<file path="src/rtl/md5s_pkg.sv">
// Package: MD5 stream hasher types, microcode codes, round tables and helpers.
package md5s_pkg;

    localparam int unsigned STEP_W = 4;
    typedef logic [STEP_W-1:0] step_t;

    // microprogram step addresses
    localparam step_t ST_IDLE   = 4'd0;
    localparam step_t ST_CHK    = 4'd1;
    localparam step_t ST_PAD    = 4'd2;
    localparam step_t ST_ZERO   = 4'd3;
    localparam step_t ST_LENLO  = 4'd4;
    localparam step_t ST_LENHI  = 4'd5;
    localparam step_t ST_EMIT   = 4'd6;
    localparam step_t ST_CLOAD  = 4'd7;
    localparam step_t ST_CROUND = 4'd8;
    localparam step_t ST_CFINAL = 4'd9;

    typedef logic [2:0] wr_op_t;
    localparam wr_op_t W_NONE  = 3'd0;
    localparam wr_op_t W_IN    = 3'd1;
    localparam wr_op_t W_PAD   = 3'd2;
    localparam wr_op_t W_ZERO  = 3'd3;
    localparam wr_op_t W_LENLO = 3'd4;
    localparam wr_op_t W_LENHI = 3'd5;

    typedef logic [1:0] cp_op_t;
    localparam cp_op_t CP_NONE  = 2'd0;
    localparam cp_op_t CP_LOAD  = 2'd1;
    localparam cp_op_t CP_ROUND = 2'd2;
    localparam cp_op_t CP_FINAL = 2'd3;

    typedef logic [3:0] jmp_t;
    localparam jmp_t J_NEXT = 4'd0;
    localparam jmp_t J_GOTO = 4'd1;
    localparam jmp_t J_CALL = 4'd2;
    localparam jmp_t J_RET  = 4'd3;
    localparam jmp_t J_IDLE = 4'd4;
    localparam jmp_t J_CHK  = 4'd5;
    localparam jmp_t J_PAD  = 4'd6;
    localparam jmp_t J_ZERO = 4'd7;
    localparam jmp_t J_LOOP = 4'd8;
    localparam jmp_t J_WAIT = 4'd9;

    typedef struct packed {
        logic   ready;
        wr_op_t wr_op;
        cp_op_t cp_op;
        logic   emit;
        jmp_t   jmp;
        step_t  target;
        step_t  ret;
    } uword_t;

    typedef struct packed {
        logic accept;
        logic has_byte;
        logic in_last;
        logic last_seen;
        logic ptr_end;
        logic ptr_len;
        logic round_end;
        logic out_free;
    } cond_t;

    localparam logic [31:0] IV_A = 32'h67452301;
    localparam logic [31:0] IV_B = 32'hefcdab89;
    localparam logic [31:0] IV_C = 32'h98badcfe;
    localparam logic [31:0] IV_D = 32'h10325476;
    localparam logic [7:0]  PAD_BYTE = 8'h80;
    localparam logic [5:0]  LEN_POS  = 6'd56;
    localparam logic [5:0]  BLK_END  = 6'd63;
    localparam logic [3:0]  LEN_WORD_LO = 4'd14;
    localparam logic [3:0]  LEN_WORD_HI = 4'd15;

    function automatic logic [31:0] round_k(input logic [5:0] i);
        logic [31:0] k;
        case (i)
            6'd0:  k = 32'hd76aa478;  6'd1:  k = 32'he8c7b756;
            6'd2:  k = 32'h242070db;  6'd3:  k = 32'hc1bdceee;
            6'd4:  k = 32'hf57c0faf;  6'd5:  k = 32'h4787c62a;
            6'd6:  k = 32'ha8304613;  6'd7:  k = 32'hfd469501;
            6'd8:  k = 32'h698098d8;  6'd9:  k = 32'h8b44f7af;
            6'd10: k = 32'hffff5bb1;  6'd11: k = 32'h895cd7be;
            6'd12: k = 32'h6b901122;  6'd13: k = 32'hfd987193;
            6'd14: k = 32'ha679438e;  6'd15: k = 32'h49b40821;
            6'd16: k = 32'hf61e2562;  6'd17: k = 32'hc040b340;
            6'd18: k = 32'h265e5a51;  6'd19: k = 32'he9b6c7aa;
            6'd20: k = 32'hd62f105d;  6'd21: k = 32'h02441453;
            6'd22: k = 32'hd8a1e681;  6'd23: k = 32'he7d3fbc8;
            6'd24: k = 32'h21e1cde6;  6'd25: k = 32'hc33707d6;
            6'd26: k = 32'hf4d50d87;  6'd27: k = 32'h455a14ed;
            6'd28: k = 32'ha9e3e905;  6'd29: k = 32'hfcefa3f8;
            6'd30: k = 32'h676f02d9;  6'd31: k = 32'h8d2a4c8a;
            6'd32: k = 32'hfffa3942;  6'd33: k = 32'h8771f681;
            6'd34: k = 32'h6d9d6122;  6'd35: k = 32'hfde5380c;
            6'd36: k = 32'ha4beea44;  6'd37: k = 32'h4bdecfa9;
            6'd38: k = 32'hf6bb4b60;  6'd39: k = 32'hbebfbc70;
            6'd40: k = 32'h289b7ec6;  6'd41: k = 32'heaa127fa;
            6'd42: k = 32'hd4ef3085;  6'd43: k = 32'h04881d05;
            6'd44: k = 32'hd9d4d039;  6'd45: k = 32'he6db99e5;
            6'd46: k = 32'h1fa27cf8;  6'd47: k = 32'hc4ac5665;
            6'd48: k = 32'hf4292244;  6'd49: k = 32'h432aff97;
            6'd50: k = 32'hab9423a7;  6'd51: k = 32'hfc93a039;
            6'd52: k = 32'h655b59c3;  6'd53: k = 32'h8f0ccc92;
            6'd54: k = 32'hffeff47d;  6'd55: k = 32'h85845dd1;
            6'd56: k = 32'h6fa87e4f;  6'd57: k = 32'hfe2ce6e0;
            6'd58: k = 32'ha3014314;  6'd59: k = 32'h4e0811a1;
            6'd60: k = 32'hf7537e82;  6'd61: k = 32'hbd3af235;
            6'd62: k = 32'h2ad7d2bb;  6'd63: k = 32'heb86d391;
            default: k = 32'h0;
        endcase
        return k;
    endfunction

    function automatic logic [4:0] round_s(input logic [5:0] i);
        logic [4:0] s;
        case ({i[5:4], i[1:0]})
            4'd0:  s = 5'd7;   4'd1:  s = 5'd12;  4'd2:  s = 5'd17;  4'd3:  s = 5'd22;
            4'd4:  s = 5'd5;   4'd5:  s = 5'd9;   4'd6:  s = 5'd14;  4'd7:  s = 5'd20;
            4'd8:  s = 5'd4;   4'd9:  s = 5'd11;  4'd10: s = 5'd16;  4'd11: s = 5'd23;
            4'd12: s = 5'd6;   4'd13: s = 5'd10;  4'd14: s = 5'd15;  4'd15: s = 5'd21;
            default: s = 5'd7;
        endcase
        return s;
    endfunction

    // message word index used by round i
    function automatic logic [3:0] word_index(input logic [5:0] i);
        logic [3:0] j;
        logic [3:0] g;
        j = i[3:0];
        case (i[5:4])
            2'd0:    g = j;
            2'd1:    g = j * 4'd5 + 4'd1;
            2'd2:    g = j * 4'd3 + 4'd5;
            2'd3:    g = j * 4'd7;
            default: g = j;
        endcase
        return g;
    endfunction

    function automatic logic [31:0] rotl32(input logic [31:0] x, input logic [4:0] s);
        logic [5:0] rs;
        rs = 6'd32 - {1'b0, s};
        return (x << s) | (x >> rs);
    endfunction

    function automatic logic [31:0] bswap32(input logic [31:0] x);
        return {x[7:0], x[15:8], x[23:16], x[31:24]};
    endfunction

endpackage

</file>
<file path="src/rtl/md5s_if.sv">
// Interfaces: message byte channel and digest channel.
interface md5s_msg_if;
    logic       valid;
    logic       ready;
    logic [7:0] data_byte;
    logic       has_byte;
    logic       is_last;

    modport source (output valid, data_byte, has_byte, is_last, input ready);
    modport sink   (input valid, data_byte, has_byte, is_last, output ready);
endinterface

interface md5s_dig_if;
    logic        valid;
    logic        ready;
    logic [63:0] digest_first_half;
    logic [63:0] digest_second_half;
    logic [63:0] half_mix;

    modport source (output valid, digest_first_half, digest_second_half, half_mix,
                    input ready);
    modport sink   (input valid, digest_first_half, digest_second_half, half_mix,
                    output ready);
endinterface

</file>
<file path="src/rtl/md5s_sequencer.sv">
// Microcode sequencer: control store, step counter, return register, jumps.
module md5s_sequencer (
    input  logic             clk,
    input  logic             rst_n,
    input  md5s_pkg::cond_t  cond,
    output md5s_pkg::uword_t uw
);
    import md5s_pkg::*;

    step_t pc_reg;
    step_t pc_next;
    step_t ret_reg;
    step_t ret_next;

    function automatic uword_t ucode(input step_t pc);
        uword_t w;
        w = '{ready: 1'b0, wr_op: W_NONE, cp_op: CP_NONE, emit: 1'b0,
              jmp: J_GOTO, target: ST_IDLE, ret: ST_IDLE};
        case (pc)
            ST_IDLE:
            begin
                w.ready  = 1'b1;
                w.wr_op  = W_IN;
                w.jmp    = J_IDLE;
                w.target = ST_PAD;
                w.ret    = ST_CHK;
            end
            ST_CHK:
            begin
                w.jmp    = J_CHK;
                w.target = ST_PAD;
            end
            ST_PAD:
            begin
                w.wr_op  = W_PAD;
                w.jmp    = J_PAD;
                w.target = ST_ZERO;
                w.ret    = ST_ZERO;
            end
            ST_ZERO:
            begin
                w.wr_op  = W_ZERO;
                w.jmp    = J_ZERO;
                w.target = ST_LENLO;
                w.ret    = ST_ZERO;
            end
            ST_LENLO:
            begin
                w.wr_op = W_LENLO;
                w.jmp   = J_NEXT;
            end
            ST_LENHI:
            begin
                w.wr_op  = W_LENHI;
                w.jmp    = J_CALL;
                w.target = ST_CLOAD;
                w.ret    = ST_EMIT;
            end
            ST_EMIT:
            begin
                w.emit   = 1'b1;
                w.jmp    = J_WAIT;
                w.target = ST_IDLE;
            end
            ST_CLOAD:
            begin
                w.cp_op = CP_LOAD;
                w.jmp   = J_NEXT;
            end
            ST_CROUND:
            begin
                w.cp_op = CP_ROUND;
                w.jmp   = J_LOOP;
            end
            ST_CFINAL:
            begin
                w.cp_op = CP_FINAL;
                w.jmp   = J_RET;
            end
            default:
            begin
                w.jmp    = J_GOTO;
                w.target = ST_IDLE;
            end
        endcase
        return w;
    endfunction

    assign uw = ucode(pc_reg);

    always_comb
    begin
        pc_next  = pc_reg;
        ret_next = ret_reg;
        case (uw.jmp)
            J_NEXT: pc_next = pc_reg + 1'b1;
            J_GOTO: pc_next = uw.target;
            J_CALL:
            begin
                pc_next  = uw.target;
                ret_next = uw.ret;
            end
            J_RET:  pc_next = ret_reg;
            J_IDLE:
            begin
                if (cond.accept)
                begin
                    if (cond.has_byte && cond.ptr_end)
                    begin
                        pc_next  = ST_CLOAD;
                        ret_next = uw.ret;
                    end
                    else if (cond.in_last)
                    begin
                        pc_next = uw.target;
                    end
                end
            end
            J_CHK:  pc_next = cond.last_seen ? uw.target : ST_IDLE;
            J_PAD:
            begin
                if (cond.ptr_end)
                begin
                    pc_next  = ST_CLOAD;
                    ret_next = uw.ret;
                end
                else
                begin
                    pc_next = uw.target;
                end
            end
            J_ZERO:
            begin
                if (cond.ptr_len)
                begin
                    pc_next = uw.target;
                end
                else if (cond.ptr_end)
                begin
                    pc_next  = ST_CLOAD;
                    ret_next = uw.ret;
                end
            end
            J_LOOP: pc_next = cond.round_end ? pc_reg + 1'b1 : pc_reg;
            J_WAIT: pc_next = cond.out_free ? uw.target : pc_reg;
            default: pc_next = ST_IDLE;
        endcase
    end

    always_ff @(posedge clk or negedge rst_n)
    begin
        if (!rst_n)
        begin
            pc_reg  <= ST_IDLE;
            ret_reg <= ST_IDLE;
        end
        else
        begin
            pc_reg  <= pc_next;
            ret_reg <= ret_next;
        end
    end

endmodule

</file>
<file path="src/rtl/md5_stream_hasher_top.sv">
// Top level: MD5 stream hasher with microcoded control and one-round-per-cycle datapath.
//
//  channel | dir | payload                                             | accepted when
//  msg     | in  | data_byte[7:0], has_byte, is_last                   | valid && ready
//  dig     | out | digest_first_half, digest_second_half, half_mix     | valid && ready
//
// The byte that completes a 64-byte block starts a compression (load, 64 rounds, final add,
// check). A last item pads byte by byte, writes the length as two words and runs one or two
// compressions; the 16-word block buffer's single read port sets the round rate.
// The digest sits in an output register; the hasher takes new bytes while it waits, and
// stalls for output only when a second digest is ready before the first is taken.
// Reset restores the MD5 IV.
module md5_stream_hasher_top (
    input logic        clk,
    input logic        rst_n,
    md5s_msg_if.sink   msg,
    md5s_dig_if.source dig
);
    import md5s_pkg::*;

    uword_t uw;
    cond_t  cond;

    logic        accept;
    logic        out_free;
    logic        emit_go;
    logic        we_b;
    logic        we_w;
    logic [7:0]  wb;
    logic [3:0]  waddr;
    logic [31:0] ww;
    logic [3:0]  raddr;
    logic [5:0]  rd_round;
    logic [63:0] bit_len;
    logic [31:0] f;
    logic [31:0] t;

    logic [3:0][7:0] buf_mem [16];
    logic [31:0] rdata_reg;

    logic [5:0]  ptr_reg;
    logic [60:0] cnt_reg;
    logic        last_reg;
    logic [5:0]  round_reg;
    logic [31:0] a_reg, b_reg, c_reg, d_reg;
    logic [31:0] h0_reg, h1_reg, h2_reg, h3_reg;
    logic        out_valid_reg;
    logic [63:0] first_reg, second_reg, mix_reg;

    assign accept    = msg.valid && msg.ready;
    assign msg.ready = uw.ready;
    assign out_free  = !out_valid_reg || dig.ready;
    assign emit_go   = uw.emit && out_free;
    assign bit_len   = {cnt_reg, 3'b000};

    assign cond.accept    = accept;
    assign cond.has_byte  = msg.has_byte;
    assign cond.in_last   = msg.is_last;
    assign cond.last_seen = last_reg;
    assign cond.ptr_end   = (ptr_reg == BLK_END);
    assign cond.ptr_len   = (ptr_reg == LEN_POS);
    assign cond.round_end = (round_reg == BLK_END);
    assign cond.out_free  = out_free;

    md5s_sequencer u_seq (
        .clk   (clk),
        .rst_n (rst_n),
        .cond  (cond),
        .uw    (uw)
    );

    // buffer write selection
    always_comb
    begin
        we_b  = 1'b0;
        we_w  = 1'b0;
        wb    = 8'h00;
        waddr = LEN_WORD_LO;
        ww    = bit_len[31:0];
        case (uw.wr_op)
            W_IN:
            begin
                we_b = accept && msg.has_byte;
                wb   = msg.data_byte;
            end
            W_PAD:
            begin
                we_b = 1'b1;
                wb   = PAD_BYTE;
            end
            W_ZERO:  we_b = !cond.ptr_len;
            W_LENLO: we_w = 1'b1;
            W_LENHI:
            begin
                we_w  = 1'b1;
                waddr = LEN_WORD_HI;
                ww    = bit_len[63:32];
            end
            default: we_b = 1'b0;
        endcase
    end

    assign rd_round = (uw.cp_op == CP_LOAD) ? 6'd0 : round_reg + 6'd1;
    assign raddr    = word_index(rd_round);

    always_ff @(posedge clk)
    begin
        if (we_b)
        begin
            buf_mem[ptr_reg[5:2]][ptr_reg[1:0]] <= wb;
        end
        if (we_w)
        begin
            buf_mem[waddr] <= ww;
        end
        rdata_reg <= buf_mem[raddr];
    end

    always_comb
    begin
        case (round_reg[5:4])
            2'd0:    f = (b_reg & c_reg) | (~b_reg & d_reg);
            2'd1:    f = (d_reg & b_reg) | (~d_reg & c_reg);
            2'd2:    f = b_reg ^ c_reg ^ d_reg;
            2'd3:    f = c_reg ^ (b_reg | ~d_reg);
            default: f = b_reg ^ c_reg ^ d_reg;
        endcase
    end

    assign t = a_reg + f + round_k(round_reg) + rdata_reg;

    always_ff @(posedge clk or negedge rst_n)
    begin
        if (!rst_n)
        begin
            ptr_reg   <= '0;
            cnt_reg   <= '0;
            last_reg  <= 1'b0;
            round_reg <= '0;
            h0_reg    <= IV_A;
            h1_reg    <= IV_B;
            h2_reg    <= IV_C;
            h3_reg    <= IV_D;
        end
        else
        begin
            if (accept)
            begin
                last_reg <= msg.is_last;
            end
            if (we_b)
            begin
                ptr_reg <= ptr_reg + 6'd1;
            end
            if (uw.wr_op == W_IN && we_b)
            begin
                cnt_reg <= cnt_reg + 61'd1;
            end
            case (uw.cp_op)
                CP_LOAD:  round_reg <= '0;
                CP_ROUND: round_reg <= round_reg + 6'd1;
                CP_FINAL:
                begin
                    h0_reg <= h0_reg + a_reg;
                    h1_reg <= h1_reg + b_reg;
                    h2_reg <= h2_reg + c_reg;
                    h3_reg <= h3_reg + d_reg;
                end
                default: round_reg <= round_reg;
            endcase
            if (emit_go)
            begin
                ptr_reg <= '0;
                cnt_reg <= '0;
                h0_reg  <= IV_A;
                h1_reg  <= IV_B;
                h2_reg  <= IV_C;
                h3_reg  <= IV_D;
            end
        end
    end

    // working variables
    always_ff @(posedge clk)
    begin
        if (uw.cp_op == CP_LOAD)
        begin
            a_reg <= h0_reg;
            b_reg <= h1_reg;
            c_reg <= h2_reg;
            d_reg <= h3_reg;
        end
        else if (uw.cp_op == CP_ROUND)
        begin
            a_reg <= d_reg;
            d_reg <= c_reg;
            c_reg <= b_reg;
            b_reg <= b_reg + rotl32(t, round_s(round_reg));
        end
    end

    always_ff @(posedge clk or negedge rst_n)
    begin
        if (!rst_n)
        begin
            out_valid_reg <= 1'b0;
        end
        else if (emit_go)
        begin
            out_valid_reg <= 1'b1;
        end
        else if (dig.ready)
        begin
            out_valid_reg <= 1'b0;
        end
    end

    always_ff @(posedge clk)
    begin
        if (emit_go)
        begin
            first_reg  <= {bswap32(h0_reg), bswap32(h1_reg)};
            second_reg <= {bswap32(h2_reg), bswap32(h3_reg)};
            mix_reg    <= {bswap32(h1_reg ^ h3_reg), bswap32(h0_reg ^ h2_reg)};
        end
    end

    assign dig.valid              = out_valid_reg;
    assign dig.digest_first_half  = first_reg;
    assign dig.digest_second_half = second_reg;
    assign dig.half_mix           = mix_reg;

    a_busy_no_accept: assert property (@(posedge clk) disable iff (!rst_n)
        (uw.cp_op != CP_NONE) |-> !msg.ready)
        else $error("input ready during compression");

    a_final_after_rounds: assert property (@(posedge clk) disable iff (!rst_n)
        (uw.cp_op == CP_FINAL) |-> (round_reg == 6'd0) && ($past(uw.cp_op) == CP_ROUND))
        else $error("final add without full round sequence");

    a_emit_clears: assert property (@(posedge clk) disable iff (!rst_n)
        emit_go |=> (ptr_reg == 6'd0) && (cnt_reg == 61'd0) && dig.valid)
        else $error("digest emitted without restart of message state");

    a_len_aligned: assert property (@(posedge clk) disable iff (!rst_n)
        (uw.wr_op == W_LENLO) |-> cond.ptr_len)
        else $error("length written at unaligned pointer");

endmodule

</file>
<file path="src/flat_wrapper.sv">
// flat-port wrapper written by rule: the top's interface ports become plain ports
module md5_stream_hasher_top_flat import md5s_pkg::*;
  (clk, rst_n, msg_valid, msg_data_byte, msg_has_byte, msg_is_last, msg_ready, dig_valid, dig_digest_first_half, dig_digest_second_half, dig_half_mix, dig_ready);
  md5s_msg_if msg_i ();
  md5s_dig_if dig_i ();
  input logic clk;
  input logic rst_n;
  input wire logic [$bits(msg_i.valid)-1:0] msg_valid;
  input wire logic [$bits(msg_i.data_byte)-1:0] msg_data_byte;
  input wire logic [$bits(msg_i.has_byte)-1:0] msg_has_byte;
  input wire logic [$bits(msg_i.is_last)-1:0] msg_is_last;
  output wire logic [$bits(msg_i.ready)-1:0] msg_ready;
  output wire logic [$bits(dig_i.valid)-1:0] dig_valid;
  output wire logic [$bits(dig_i.digest_first_half)-1:0] dig_digest_first_half;
  output wire logic [$bits(dig_i.digest_second_half)-1:0] dig_digest_second_half;
  output wire logic [$bits(dig_i.half_mix)-1:0] dig_half_mix;
  input wire logic [$bits(dig_i.ready)-1:0] dig_ready;
  assign msg_i.valid = msg_valid;
  assign msg_i.data_byte = msg_data_byte;
  assign msg_i.has_byte = msg_has_byte;
  assign msg_i.is_last = msg_is_last;
  assign msg_ready = msg_i.ready;
  assign dig_valid = dig_i.valid;
  assign dig_digest_first_half = dig_i.digest_first_half;
  assign dig_digest_second_half = dig_i.digest_second_half;
  assign dig_half_mix = dig_i.half_mix;
  assign dig_i.ready = dig_ready;
  md5_stream_hasher_top u_core (.clk(clk), .rst_n(rst_n), .msg(msg_i), .dig(dig_i));
endmodule
</file>
<file path="config.mk">
export PLATFORM = sky130hd
export DESIGN_NAME = md5_stream_hasher_top_flat
export DESIGN_NICKNAME = d
export VERILOG_FILES = /design/src/rtl/md5s_pkg.sv /design/src/rtl/md5s_if.sv /design/src/rtl/md5s_sequencer.sv /design/src/rtl/md5_stream_hasher_top.sv /design/src/flat_wrapper.sv
export SDC_FILE = /design/constraint.sdc
export NUM_CORES = 2
export LEC_CHECK = 0
export BUFFER_PORTS_ARGS = -buffer_cell sky130_fd_sc_hd__buf_2
export CORE_MARGIN = 2
export CORE_UTILIZATION = 42
export DETAILED_ROUTE_END_ITERATION = 7
export PLACE_DENSITY_LB_ADDON = 0.1
export SKIP_LAST_GASP = 1
export SLEW_MARGIN = 40
export SYNTH_ARGS = -nofsm -noshare
export SYNTH_HDL_FRONTEND = slang
export SYNTH_SLANG_ARGS = --single-unit
</file>
<file path="constraint.sdc">
create_clock -name clk -period 26 [get_ports clk]
set_input_delay 2.6 -clock clk [delete_from_list [all_inputs] [get_ports clk]]
set_output_delay 2.6 -clock clk [all_outputs]
set_load 0.01 [all_outputs]
</file>
---- Word-level counts from Yosys, hierarchy flattened ----
Memory sizes are Yosys's and may differ from the RTL's. A register that Yosys moved wholly into a read port is not among the register bits.
Cells that the tools add are included.
cells by class
  $add $sub $neg .......................... 15
  multipliers ............................. 3
  order comparisons ....................... 2
  eq/ne operators ......................... 42
  shifts and indexed selects .............. 2
  multiplexer cells ....................... 64
  bitwise logic cells ..................... 15
  reduce and logical (&&, ||, !) cells .... 27
operators by type and width
  kind                                                              number
  32-bit two-way mux                                                20
  32-bit adder                                                      8
  32-bit XOR                                                        5
  32-bit AND                                                        4
  32-bit OR                                                         4
  32-bit one-hot mux with 4 select lines                            1
  61-bit two-way mux                                                2
  4-bit one-hot mux with 9 select lines                             2
  32-bit NOT                                                        2
  61-bit by 1-bit adder with 61-bit output (second input constant)  1
  4-bit two-way mux                                                 14
  4-bit by 3-bit == test with 1-bit output (second input constant)  8
  4-bit one-hot mux with 4 select lines                             2
  32-bit OR reduction                                               1
  32-bit by 5-bit left shift with 32-bit output                     1
  32-bit by 6-bit right shift with 32-bit output                    1
  6-bit == test (second input constant)                             3
  6-bit two-way mux                                                 3
  8-bit demux with 2-bit select                                     1
  4-bit by 2-bit == test with 1-bit output (second input constant)  4
  4-bit == test (second input constant)                             4
  8-bit one-hot mux with 2 select lines                             1
  3-bit one-hot mux with 5 select lines                             1
  6-bit by 1-bit adder with 6-bit output (second input constant)    2
  other kinds (35)                                                  75
word-level totals
  register bits after elaboration ......... 531
  bits in writable memories ............... 512
  ROM bits ................................ 2128
  input port bits ......................... 14
  output and inout port bits .............. 194
  logic and storage cells ................. 191
  memories kept ........................... 3
memory list
  name              depth  bits a word  rd ports  clocked after Yosys merged registers in  wr ports  RTL line                     source
  (name not given)  64     32           1         0                                        0         md5s_pkg.sv:78               case (i)
  u_core.buf_mem    16     32           1         1                                        1         md5_stream_hasher_top.sv:38  logic [3:0][7:0] buf_mem [16];
  (name not given)  16     5            1         0                                        0         md5s_pkg.sv:118              case ({i[5:4], i[1:0]})

---- Logic depth before layout (Yosys ltp) ----
  depth after elaboration ................. 12
  depth in mapped cells ................... 42
  gate-level depth less buffers ........... 41

---- Hierarchy ----
Synthesis repeated with hierarchy kept, for this count alone.
unflattened totals
  cell total of the unflattened synthesis .. 5545
  area total of the unflattened synthesis .. 62555.0 µm²
by module, submodules not included
  module                 instances  cells each  area an instance (µm²)  sequential area each (µm²)
  md5_stream_hasher_top  1          5414        61629.1                 30784.5
  md5s_sequencer         1          131         925.9                   175.2

---- Worst setup path before layout ----
No wires, ideal clock.
  path kind ............................... input-to-reg
  start ................................... input dig_ready
  end ..................................... register u_core.first_reg[0], in the netlist u_core.dig.digest_first_half[0] (enable)
  library setup time ...................... 0.632 ns
  data arrival time ....................... 8.388 ns
  required time ........................... 25.368 ns
  slack ................................... 16.980 ns
  cell stages on the path ................. 4
  buffers on the path ..................... 1
  cells stage by stage .................... nand2b_1 -> nand3_1 -> inv_2 -> clkbuf_1
between the ends
  longest elaborated chain between the ends .. 2
RTL lines
  what                  RTL line                      source
  from (decl)           flat_wrapper.sv:17            input wire logic [$bits(dig_i.ready)-1:0] dig_ready;
  1-bit logical OR      md5_stream_hasher_top.sv:52   assign out_free = !out_valid_reg || dig.ready;
  1-bit logical AND     md5_stream_hasher_top.sv:53   assign emit_go = uw.emit && out_free;
  net u_core.emit_go    md5_stream_hasher_top.sv:26   logic emit_go;
  to (signal assigned)  md5_stream_hasher_top.sv:222  first_reg <= {bswap32(h0_reg), bswap32(h1_reg)};
  to (decl)             md5_stream_hasher_top.sv:48   logic [63:0] first_reg, second_reg, mix_reg;
The timed path passes the listed nets, and every way through them passes these cells.
A chain may end at the register's enable or synchronous reset.

---- Final worst setup path ----
  start ................................... register u_core.round_reg[1]
  end ..................................... register u_core.b_reg[31] (data pin)
between the ends
  longest elaborated chain between the ends .. 9
  elaborated cells between the ends (all ways) .. 13
  classes of those cells .................. add/sub (4); shift (2); mux (4); bitwise (1); memory (2)
RTL lines
  what                                                                             RTL line                      source
  from (decl)                                                                      md5_stream_hasher_top.sv:44   logic [5:0] round_reg;
  from (signal assigned)                                                           md5_stream_hasher_top.sv:161  CP_ROUND: round_reg <= round_reg + 6'd1;
  from (signal assigned)                                                           md5_stream_hasher_top.sv:169  default: round_reg <= round_reg;
  parallel branches: the longest is 5 deep, another holds memory read 64 x 32 bit  n/a
  32-bit OR (*)                                                                    md5s_pkg.sv:146               return (x << s) | (x >> rs);
  32-bit adder (*)                                                                 md5_stream_hasher_top.sv:198  b_reg <= b_reg + rotl32(t, round_s(round_reg));
  32-bit two-way mux (*)                                                           md5_stream_hasher_top.sv:193  else if (uw.cp_op == CP_ROUND)
  32-bit two-way mux (*)                                                           md5_stream_hasher_top.sv:186  if (uw.cp_op == CP_LOAD)
  to (signal assigned)                                                             md5_stream_hasher_top.sv:189  b_reg <= h1_reg;
  to (signal assigned)                                                             md5_stream_hasher_top.sv:198
  to (decl)                                                                        md5_stream_hasher_top.sv:45   logic [31:0] a_reg, b_reg, c_reg, d_reg;
Every way passes the cells marked *. The select of a mux whose other input is x is not followed.

==> impl_metrics.ini <==
[outcome]
run_status = finished clean

[worst_setup_path]
worstSetupPathDepth = 40
worstPathArrival_ns = 12.28
worst_setup_path_start_kind = flip-flop
worstPathMaxFanout = 21
worst-path-buf-inv = 5
cp-end-kind = flip-flop
ff2ff_path_depth = 40
cp_slowest_cell = ha_1
required_ns = 26.52
max_stage_delay_ns = 0.88
critPathTopFamily = compound AO/OA/AOI/OAI gates
worstSetupPathType = reg -> reg

[route]
wl_met2_um = 99300
antenna_left = 0
vias = 46900
drc = 0
wl_um = 205000
vias_per_cell = 5.87
wl_met3_um = 10100
detail_route.wl_per_cell_um = 25.6
met1_length_um = 88700
drt_first_pass_iters = 6
drt-initial-drc-count = 4466
highest-signal-layer = met4

[timing]
final-hold-violation-count = 0
tightestPinTransition_ns = 0.908
finalMaxSlewViolations = 0
relSlewSlack = 0.392
period_share = 0.452
finalSetupTns_ns = 0
setup_viol_count_final = 0
finClkSkew_ns = 0.122
period_needed_ns = 11.76
rsz0062_at_grt = false
fmax_mhz = 85.1

[clocking]
cts.sinks = 1074
cts_buffers = 117
cts-htree-levels = 3
cts_hold_buf = 0
root_buffer = clkbuf_16
tritoncts = yes
cts_resized = 0
path_clk_slew_ns = 0.07
clock_latency_ns = 0.82
cts_max_path_buffers = 3
postCtsSetupBuffers = 0

[layout]
final_cell_mix = edfxtp_1 (832), nand2_1 (716), nor2_1 (439)
area_growth_pct = 12.1
final_common_cell = edfxtp_1
regMostFlops = u_core.buf_mem
largest_reg_flops = 512
fin_nets = 6277
drive_above_1_share = 0.131
diodes = 0
postLayoutCellArea_sq_um = 68800

[synthesis]
synth_nets = 6193
syn_area_sq_um = 61400
ys_types = 97
netlist_instances = 5880
syn_area_per_cell_sq_um = 10.4
synth_ff_type = edfxtp_1
async_flop_share = 0.196
yosysSeqAreaShare = 0.504
ys_warn_count = 0
ys_ff_latch = 1074
synth_edf_count = 832

[hold_path]
hold_class = reg -> reg
worstHoldPathCells = 1

[die]
start_util = 0.422
die_h_um = 386
die_w_um = 386
core.rowCount = 140
dieArea_sq_um = 149000
ios = 208
core_sq_um = 145000

[global_route]
grt_util_all_layers = 0.270
grt_overflow = 0
grt_pass1_vias = 44200
grt_first_pass_wirelength_um = 300000
grt_max_degree = 122
antenna_found_initial = 3

[place]
gp_congestion = 0.986
port_buffers = 207
hpwl_um = 148000
dpl-instance-area_sq_um = 64700

[flow_run]
max_cap_violations = 0
cells by family after synthesis:
group                      count (synthesis)  share of synthesized area
buffers and inverters                    548                     0.0339
muxes                                    243                     0.0451
and+or+nand+nor                         1797                      0.131
adders and majority gates                299                     0.0694
xor gates and xnor gates                 332                     0.0475
DFF                                     1074                      0.504
AOI/OAI and AO/OA                       1587                      0.168
stage by stage:
| stage | setup slack (ns) | cells | hold slack (ns) | utilization |
|---|---|---|---|---|
| global route | 13.40 | 7986 | 0.518 | 0.473 |
| finish | 14.24 | 7986 | 0.492 | 0.473 |
| floorplan | 16.98 | 5880 | 0.449 | - |
| global placement | 14.85 | 7756 | 0.472 | 0.443 |
| detailed placement | 14.49 | 7759 | 0.476 | 0.445 |
| CTS | 14.46 | 7983 | 0.491 | 0.472 |
layout make-up:
| cell class | instances | area [sq um] |
|---|---|---|
| Fill cell | 13600 | 76600 |
| Sequential cell | 1074 | 31000 |
| Multi-Input combinational cell | 4258 | 28800 |
| Clock buffer | 169 | 3260 |
| Tap cell | 1917 | 2400 |
| Timing Repair Buffer | 289 | 1820 |
| Inverter | 224 | 856 |
| Clock inverter | 55 | 728 |
worst reg2reg max path: cells and delay by family (launching register included):
kind                     cells  cell delay, ns
XOR/XNOR                     1            0.14
buffers and inverters        5            1.09
adder cells (fa/ha/maj)      6            2.75
flip-flops                   1            0.86
AO/OA/AOI/OAI               19            4.94
multiplexers                 1            0.28
AND/OR/NAND/NOR              8            1.45
cells in the mapped netlist, types with 87 or more instances:
cell type | instances | area share
a21o_1 | 87 | 0.011
a211oi_1 | 221 | 0.027
nor2_1 | 489 | 0.030
xnor2_1 | 139 | 0.020
o21ai_0 | 289 | 0.024
inv_1 | 219 | 0.013
and2_1 | 142 | 0.014
nor3_1 | 98 | 0.0080
a21oi_1 | 414 | 0.034
nand3_1 | 103 | 0.0084
edfxtp_1 | 832 | 0.41
nand2_1 | 718 | 0.044
mux2i_1 | 118 | 0.019
a31oi_1 | 108 | 0.011
ha_1 | 230 | 0.047
mux2_2 | 109 | 0.020
xor2_1 | 192 | 0.027
dfrtp_1 | 146 | 0.060
clkbuf_1 | 275 | 0.017
layer usage:
metal  vias up  track usage
met1     23400        0.368
li1      21800            -
met4         0       0.0784
met5         -            0
met2      1439        0.453
met3       287       0.0308
path summary, 6_finish.rpt:
path	from	to	slack, ns
max	u_core.round_reg[1]	u_core.b_reg[31]	14.24
min	u_core.u_seq.ret_reg[2]	u_core.u_seq.ret_reg[2]	0.49
max reg2reg	u_core.round_reg[1]	u_core.b_reg[31]	14.24
min reg2reg	u_core.u_seq.ret_reg[2]	u_core.u_seq.ret_reg[2]	0.49
max in group asynchronous	rst_n	u_core.h3_reg[0]	22.76
min in group asynchronous	rst_n	u_core.cnt_reg[59]	1.73
Power is left out: the tool's default activity adds up to more than one toggle a clock period on the data nets, which glitch-free logic cannot reach.
